==> src/sv/clt_pkg.sv <==
// ----------------------------------------------------------------------------
// clt_pkg
// Shared types, bus codes and address helpers of the character LCD terminal.
// ----------------------------------------------------------------------------
package clt_pkg;

  localparam int unsigned MaxBusItems = 3;

  // Bus command and character codes.
  localparam logic [7:0] CMD_SET_DDRAM = 8'h80;
  localparam logic [7:0] CMD_LINE2     = 8'hC0;
  localparam logic [7:0] CHR_NUL       = 8'h00;
  localparam logic [7:0] CHR_BS        = 8'h08;
  localparam logic [7:0] CHR_ESC       = 8'h1B;
  localparam logic [7:0] CHR_SPACE     = 8'h20;
  localparam logic [7:0] ESC_OFFSET    = 8'h20;
  localparam logic [7:0] ESC_ROW_ONE   = 8'h21;

  // DDRAM addresses and line geometry.
  localparam logic [6:0] ADDR_HOME      = 7'h00;
  localparam logic [6:0] ADDR_LINE2     = 7'h40;
  localparam logic [6:0] ADDR_LINE1_END = 7'h27;
  localparam logic [6:0] ADDR_LINE2_END = 7'h67;
  localparam logic [6:0] LINE_LENGTH    = 7'd40;
  localparam logic [5:0] LAST_COL_RESET = 6'd19;

  typedef enum logic [3:0] {
    ESC_IDLE = 4'b0001,
    ESC_EQ   = 4'b0010,
    ESC_ROW  = 4'b0100,
    ESC_COL  = 4'b1000
  } esc_phase_e;

  typedef struct packed {
    logic [6:0] cursor;
    esc_phase_e phase;
    logic       row_one;
  } term_state_t;

  typedef struct packed {
    logic [7:0] lcd_byte;
    logic       is_data;
    logic       last;
  } bus_item_t;

  typedef struct packed {
    logic [1:0]                  count;
    bus_item_t [MaxBusItems-1:0] items;
  } step_out_t;

  // Address counter step after a data write.
  function automatic logic [6:0] adv_addr(input logic [6:0] a);
    logic [6:0] r;
    if (a == ADDR_LINE1_END) begin
      r = ADDR_LINE2;
    end else if (a == ADDR_LINE2_END) begin
      r = ADDR_HOME;
    end else begin
      r = a + 7'd1;
    end
    return r;
  endfunction

  // Set-position command one place back; stays at home and clamps to the last column on line 1.
  function automatic logic [7:0] bs_cmd(input logic [6:0] a, input logic [5:0] last_col);
    logic [6:0] d;
    logic [6:0] target;
    d = a - 7'd1;
    if (a == ADDR_HOME) begin
      target = ADDR_HOME;
    end else if (d >= ADDR_LINE2) begin
      target = d;
    end else if (d > {1'b0, last_col}) begin
      target = {1'b0, last_col};
    end else begin
      target = d;
    end
    return {1'b1, target};
  endfunction

endpackage

==> src/sv/char_lcd_text_terminal.sv <==
// ----------------------------------------------------------------------------
// char_lcd_text_terminal
// Turns a stream of text bytes into data and command bytes for a two-line
// character LCD, tracking the display address internally.
// ----------------------------------------------------------------------------
// Each text item is registered, decoded combinationally and its bus items (none
// to three) are loaded into a three-entry output buffer that sends one item
// per cycle while the receiver is ready. The first bus item leaves the buffer
// after the input register and then the buffer have taken the text item. The
// next text item is decoded as the last bus item of the previous one leaves,
// so input is taken while the buffer still drains: plain text gives one bus
// item, a line wrap two and a backspace three. tlast marks the last bus item
// of each text item; tuser is high for a character write and low for a command.
module char_lcd_text_terminal (
  input  logic       clk_i,
  input  logic       rst_ni,
  // APB register port
  input  logic       psel,
  input  logic       penable,
  input  logic       pwrite,
  input  logic [2:0] paddr,
  input  logic [31:0] pwdata,
  output logic [31:0] prdata,
  output logic       pready,
  // Text input
  input  logic       s_axis_tvalid,
  output logic       s_axis_tready,
  input  logic [7:0] s_axis_tdata,   // [7:0] char_byte
  // LCD bus output
  output logic       m_axis_tvalid,
  input  logic       m_axis_tready,
  output logic [7:0] m_axis_tdata,   // [7:0] lcd_byte
  output logic       m_axis_tuser,   // [0] is_data
  output logic       m_axis_tlast
);
  import clt_pkg::*;

  localparam logic REG_LAST_COLUMN = 1'b0;

  logic        in_valid_q;
  logic [7:0]  in_byte_q;
  logic [5:0]  last_col_q;
  term_state_t state_q;
  term_state_t state_d;
  step_out_t   step_res;
  logic [1:0]  cnt_q;
  bus_item_t [MaxBusItems-1:0] buf_q;
  logic        m_fire;
  logic        advance;
  logic        cfg_write;

  assign pready    = 1'b1;
  assign cfg_write = psel && penable && pwrite;
  assign prdata    = (paddr[2] == REG_LAST_COLUMN) ? {26'd0, last_col_q} : 32'd0;

  always_ff @(posedge clk_i or negedge rst_ni) begin
    if (!rst_ni) begin
      last_col_q <= LAST_COL_RESET;
    end else if (cfg_write && paddr[2] == REG_LAST_COLUMN) begin
      last_col_q <= pwdata[5:0];
    end
  end

  assign m_fire        = m_axis_tvalid && m_axis_tready;
  assign advance       = in_valid_q && ((cnt_q == 2'd0) || (cnt_q == 2'd1 && m_fire));
  assign s_axis_tready = !in_valid_q || advance;

  clt_step u_step (
    .char_byte_i   (in_byte_q),
    .last_column_i (last_col_q),
    .state_i       (state_q),
    .state_o       (state_d),
    .result_o      (step_res)
  );

  always_ff @(posedge clk_i or negedge rst_ni) begin
    if (!rst_ni) begin
      in_valid_q <= 1'b0;
      state_q    <= '{cursor: ADDR_HOME, phase: ESC_IDLE, row_one: 1'b0};
      cnt_q      <= 2'd0;
    end else begin
      if (s_axis_tready) begin
        in_valid_q <= s_axis_tvalid;
      end
      if (advance) begin
        state_q <= state_d;
        cnt_q   <= step_res.count;
      end else if (m_fire) begin
        cnt_q <= cnt_q - 2'd1;
      end
    end
  end

  always_ff @(posedge clk_i) begin
    if (s_axis_tready && s_axis_tvalid) begin
      in_byte_q <= s_axis_tdata;
    end
    if (advance) begin
      buf_q <= step_res.items;
    end else if (m_fire) begin
      buf_q[0] <= buf_q[1];
      buf_q[1] <= buf_q[2];
    end
  end

  assign m_axis_tvalid = (cnt_q != 2'd0);
  assign m_axis_tdata  = buf_q[0].lcd_byte;
  assign m_axis_tuser  = buf_q[0].is_data;
  assign m_axis_tlast  = buf_q[0].last;

  // The head of the buffer carries tlast exactly when it is the only entry left.
  a_last_on_final: assert property (@(posedge clk_i) disable iff (!rst_ni)
    (cnt_q == 2'd1) |-> buf_q[0].last)
    else $error("final buffered bus item lacks tlast");

  a_no_early_last: assert property (@(posedge clk_i) disable iff (!rst_ni)
    (cnt_q == 2'd2 || cnt_q == 2'd3) |-> !buf_q[0].last)
    else $error("tlast set before the final bus item");

  a_held_item: assert property (@(posedge clk_i) disable iff (!rst_ni)
    (in_valid_q && !advance) |=> (in_valid_q && $stable(in_byte_q)))
    else $error("pending text item lost before decode");

  a_decode_when_free: assert property (@(posedge clk_i) disable iff (!rst_ni)
    advance |=> (cnt_q == 2'd0 || buf_q[cnt_q - 2'd1].last))
    else $error("buffer loaded without tlast on its final entry");

endmodule

==> src/sv/clt_step.sv <==
// ----------------------------------------------------------------------------
// clt_step
// Decodes one text byte against the terminal state: gives up to three bus
// items and the state that follows them.
// ----------------------------------------------------------------------------
module clt_step (
  input  logic [7:0]          char_byte_i,
  input  logic [5:0]          last_column_i,
  input  clt_pkg::term_state_t state_i,
  output clt_pkg::term_state_t state_o,
  output clt_pkg::step_out_t   result_o
);
  import clt_pkg::*;

  logic [6:0] bs_first_addr;
  logic [7:0] bs_first_cmd;
  logic [7:0] bs_second_cmd;
  logic [7:0] esc_cmd;
  logic [7:0] esc_base;
  logic       wrap_home;
  logic       wrap_line2;
  logic [7:0] chr_byte;

  always_comb begin
    bs_first_cmd  = bs_cmd(state_i.cursor, last_column_i);
    // The space written after the first command advances from that target.
    bs_first_addr = adv_addr(bs_first_cmd[6:0]);
    bs_second_cmd = bs_cmd(bs_first_addr, last_column_i);

    esc_base = state_i.row_one ? CMD_LINE2 : CMD_SET_DDRAM;
    esc_cmd  = esc_base + char_byte_i - ESC_OFFSET;

    wrap_home  = {1'b0, state_i.cursor} > ({1'b0, ADDR_LINE2} + {2'b00, last_column_i});
    wrap_line2 = (state_i.cursor > {1'b0, last_column_i}) && (state_i.cursor < LINE_LENGTH);
    chr_byte   = {1'b0, char_byte_i[6:0]};
  end

  always_comb begin
    state_o  = state_i;
    result_o = '0;
    case (state_i.phase)
      ESC_EQ: begin
        state_o.phase = ESC_ROW;
      end
      ESC_ROW: begin
        state_o.row_one = (char_byte_i == ESC_ROW_ONE);
        state_o.phase   = ESC_COL;
      end
      ESC_COL: begin
        state_o.phase     = ESC_IDLE;
        result_o.count    = 2'd1;
        result_o.items[0] = '{lcd_byte: esc_cmd, is_data: 1'b0, last: 1'b1};
        if (esc_cmd[7]) begin
          state_o.cursor = esc_cmd[6:0];
        end else if (esc_cmd >= 8'h01 && esc_cmd <= 8'h03) begin
          // Clear and home commands reset the address.
          state_o.cursor = ADDR_HOME;
        end
      end
      ESC_IDLE: begin
        if (char_byte_i == CHR_NUL) begin
          state_o = state_i;
        end else if (char_byte_i == CHR_ESC) begin
          state_o.phase = ESC_EQ;
        end else if (char_byte_i == CHR_BS) begin
          result_o.count    = 2'd3;
          result_o.items[0] = '{lcd_byte: bs_first_cmd, is_data: 1'b0, last: 1'b0};
          result_o.items[1] = '{lcd_byte: CHR_SPACE, is_data: 1'b1, last: 1'b0};
          result_o.items[2] = '{lcd_byte: bs_second_cmd, is_data: 1'b0, last: 1'b1};
          state_o.cursor    = bs_second_cmd[6:0];
        end else if (wrap_home) begin
          result_o.count    = 2'd2;
          result_o.items[0] = '{lcd_byte: CMD_SET_DDRAM, is_data: 1'b0, last: 1'b0};
          result_o.items[1] = '{lcd_byte: chr_byte, is_data: 1'b1, last: 1'b1};
          state_o.cursor    = adv_addr(ADDR_HOME);
        end else if (wrap_line2) begin
          result_o.count    = 2'd2;
          result_o.items[0] = '{lcd_byte: CMD_LINE2, is_data: 1'b0, last: 1'b0};
          result_o.items[1] = '{lcd_byte: chr_byte, is_data: 1'b1, last: 1'b1};
          state_o.cursor    = adv_addr(ADDR_LINE2);
        end else begin
          result_o.count    = 2'd1;
          result_o.items[0] = '{lcd_byte: chr_byte, is_data: 1'b1, last: 1'b1};
          state_o.cursor    = adv_addr(state_i.cursor);
        end
      end
      default: begin
        state_o.phase = ESC_IDLE;
      end
    endcase
  end

endmodule

==> config.mk <==
export PLATFORM = sky130hd
export DESIGN_NAME = char_lcd_text_terminal
export DESIGN_NICKNAME = d
export VERILOG_FILES = /design/src/sv/clt_pkg.sv /design/src/sv/char_lcd_text_terminal.sv /design/src/sv/clt_step.sv
export SDC_FILE = /design/constraint.sdc
export NUM_CORES = 1
export LEC_CHECK = 0
export BUFFER_PORTS_ARGS = -buffer_cell sky130_fd_sc_hd__buf_2
export CORE_MARGIN = 1
export CORE_UTILIZATION = 35
export CTS_BUF_LIST = sky130_fd_sc_hd__clkbuf_16
export DETAILED_ROUTE_END_ITERATION = 10
export PLACE_DENSITY = 0.61
export SYNTH_ARGS = -nofsm -noshare
export SYNTH_HDL_FRONTEND = slang
export SYNTH_SLANG_ARGS = --single-unit
export TNS_END_PERCENT = 10
==> constraint.sdc <==
create_clock -name clk_i -period 7.1 [get_ports clk_i]
set_input_delay 0 -clock clk_i [delete_from_list [all_inputs] [get_ports clk_i]]
set_output_delay 0 -clock clk_i [all_outputs]
set_load 0.01 [all_outputs]
==> results.json <==
{
  "cts-buffers-inserted": 9,
  "clockBufferDepth": 2,
  "wl_per_cell_um": 15.15,
  "critPathMaxStageDelay_ps": 450,
  "drv_slew": 0,
  "synth_flop_cell": "edfxtp_1",
  "drt_first_iter_violations": 229,
  "worstSetupStartpointType": "flip-flop",
  "tightest_slew_ps": 932.9,
  "nets": 571,
  "r2r_end": "state_q[8]",
  "clkPwrFrac": 0.140,
  "dp_hpwl_um": 7455,
  "via_per_inst": 5.216,
  "fp.coreArea_mm2": 0.01206,
  "drt_pass1_iterations": 5,
  "cts.sinks": 57,
  "yosysMostFrequentCell": "buf_4",
  "required_ps": 7310,
  "drt_wl_total_um": 10100,
  "start_util": 0.3612,
  "ys_seq_area_frac": 0.3699,
  "fp-row-count": 40,
  "pwr-share-comb": 0.643,
  "area_growth_pct": 15.57,
  "die_area_mm2": 0.01290,
  "whs_ps": 19.48,
  "hold_end": "in_valid_q",
  "p_int_mw": 1.644,
  "fillCellCount": 1171,
  "regArea_mm2": 0.001612,
  "power.density_mw_per_mm2": 595.9,
  "yosysWarnings": 0,
  "ys_top_cells_by_area": "edfxtp_1, dfrtp_1, ha_1",
  "antenna_cells": 0,
  "p_seq_frac": 0.217,
  "yosysTopAreaCellShare": 0.2481,
  "worstSetupPathType": "reg -> reg",
  "rrSetupSlack_ps": 480,
  "rr_worst_depth": 29,
  "ys_top_cells_by_count": "buf_4, edfxtp_1, nor2_1",
  "gr-total-overflow": 0,
  "irDropWorstVdd_mv": 0.2651,
  "synth_area_leader_cell": "edfxtp_1",
  "layout_min_cycle_time_ps": 6619,
  "cp_data_arrival_time_ps": 6830,
  "hold_path.class": "in -> reg",
  "grt_pass1_vias": 3312,
  "grt_usage": 0.1657,
  "skew_ps": 11.21,
  "detail-route-antenna-nets": 0,
  "setup_tns_ps": 0,
  "drive_above_1_share": 0.1944,
  "multi_input_area_mm2": 0.002396,
  "reg2reg_from": "state_q[6]",
  "grt_antenna_before_repair": 0,
  "finalSetupViolations": 0,
  "leakage_nw": 2.102,
  "numPortBuffers": 39,
  "drc_errors": 0,
  "cts_root_buf": "clkbuf_16",
  "netSwitchingPower_mw": 1.356,
  "switching_share": 0.4519,
  "synth_seq_cells": 57,
  "die_w_um": 113.6,
  "status": "complete, no violations",
  "syn_inst": 444,
  "die_h_um": 113.6,
  "finalHoldViolCount": 0,
  "place_congestion": 0.8645,
  "ios": 95,
  "clock_latency_ps": 340,
  "vias": 3479,
  "max_freq_mhz": 151.1,
  "fin_crit_sh": 0.9322,
  "power_mw": 3.000,
  "syn_area_per_cell_um2": 9.812,
  "endpoint_kind": "flip-flop",
  "max_slew_margin": 0.3733,
  "cts.reportedPaths.clkPinSlew_ps": 50,
  "synth-edff-count": 36,
  "rsz0062_at_grt": "false",
  "cts_tree": "built",
  "hp-start": "m_axis_tready",
  "syn-cell-area_mm2": 0.004357,
  "path_max_fanout": 13,
  "grt_pass1_wl_um": 16610,
  "hold_depth": 4,
  "maxCapViolations": 0,
  "ys_async_sr_fraction": 0.3684,
  "synth_cell_types": 78,
  "cp_slowest_cell": "dfrtp_1",
  "grt_start_max_net_pins": 31,
  "h-tree-depth": 3
}
## power by group through the flow
stage | clock network, mW | logic (mW) | registers [mW]
6_report | 0.420 | 1.93 | 0.650
5_1_grt | 0.446 | 2.14 | 0.665
4_1_cts | 0.431 | 1.92 | 0.648
3_5_place_dp | 0 | 1.90 | 0.654
3_3_place_gp | 0 | 1.85 | 0.648
2_1_floorplan | 0 | 1.54 | 0.600
## sequential cells by signal, indices dropped and copies added (netlist names)
signal / cells
buf_q: 18
cnt_q: 2
m_axis_tuser: 1
in_valid_q: 1
last_col_q: 6
m_axis_tdata: 8
in_byte_q: 8
state_q: 12
m_axis_tlast: 1
## routing by layer
layer  up-vias  track usage  wire, um
met1      1665       0.2094      4400
met5         -            0         0
met4         0      0.07193       258
met3        23      0.03507       616
met2       107       0.2736      4829
li1       1684            -         -
## through the flow
stage | worst slack (ps) | area [um2] | cells | utilization
finish | 481.2 | 5035 | 667 | 0.4174
floorplan | 686.8 | 4451 | 469 | -
CTS | 356.3 | 5022 | 667 | 0.4164
global route | 10.03 | 5035 | 667 | 0.4174
global placement | 461.0 | 4574 | 635 | 0.3793
detailed placement | 396.2 | 4574 | 635 | 0.3793
## how the worst max path moves through the flow
stage / cells past startpoint / slack [ps] / from / to
4_1_cts: 29 / 360 / state_q[6] / state_q[8]
2_1_floorplan: 30 / 690 / state_q[5] / state_q[8]
3_3_place_gp: 28 / 460 / state_q[6] / buf_q[27]
5_1_grt: 28 / 10 / state_q[6] / state_q[8]
6_report: 29 / 480 / state_q[6] / state_q[8]
3_5_place_dp: 28 / 400 / state_q[6] / buf_q[27]
## worst max-delay path, delay by kind of cell, from the launching register on
family                   cells  cell delay (ps)
AND/OR/NAND/NOR              8             1370
multiplexers                 2              650
XOR/XNOR                     2              470
AO/OA/AOI/OAI               11             2300
buffers and inverters        2              190
adder cells (fa/ha/maj)      4             1060
flip-flops                   1              450
## cell usage in the layout (no fill, tap or decap), types with 5 or more instances in the layout
cell / instances
a21o_1: 6
nand3b_1: 5
dfrtp_1: 17
a22oi_1: 5
o21a_1: 10
dlygate4sd3_1: 16
a211oi_1: 5
edfxtp_1: 36
xnor2_1: 11
a22o_1: 6
o21ai_1: 10
nand2_1: 30
ha_1: 27
nor3_1: 14
mux2_2: 6
buf_2: 39
buf_4: 10
clkbuf_16: 9
xor2_1: 5
o21ai_0: 12
a21oi_1: 21
o211ai_1: 7
nor2_1: 33
inv_1: 22
conb_1: 27
nand3_1: 10
## kinds of logic (layout without fill, tap and decap cells)
group | after synthesis | after routing | share of synthesized area
fa+ha+maj | 27 | 27 | 0.07754
flops | 57 | 57 | 0.3699
simple gates | 131 | 131 | 0.1591
mux | 13 | 13 | 0.03647
xor+xnor | 18 | 18 | 0.04049
buf+inv | 73 | 103 | 0.1045
compound gates | 123 | 123 | 0.2102
other cells | 2 | 27 | 0.001724
## cell type report
type,count,area share
tap,168,0.04175
clock inverter,7,0.01243
sequential,57,0.3201
inverter,21,0.01566
clock buffer,9,0.04473
multi-input combinational,339,0.4759
timing repair buffer,66,0.08946
## repair_timing
action                                  in CTS  in global routing
endpoints found under the setup margin       0                  5
hold buffers                                16                  0
resized for setup                            0                  2
hold endpoints to repair                    32                  0
setup buffers                                0                  0
Power figures use the tool's default switching activity.
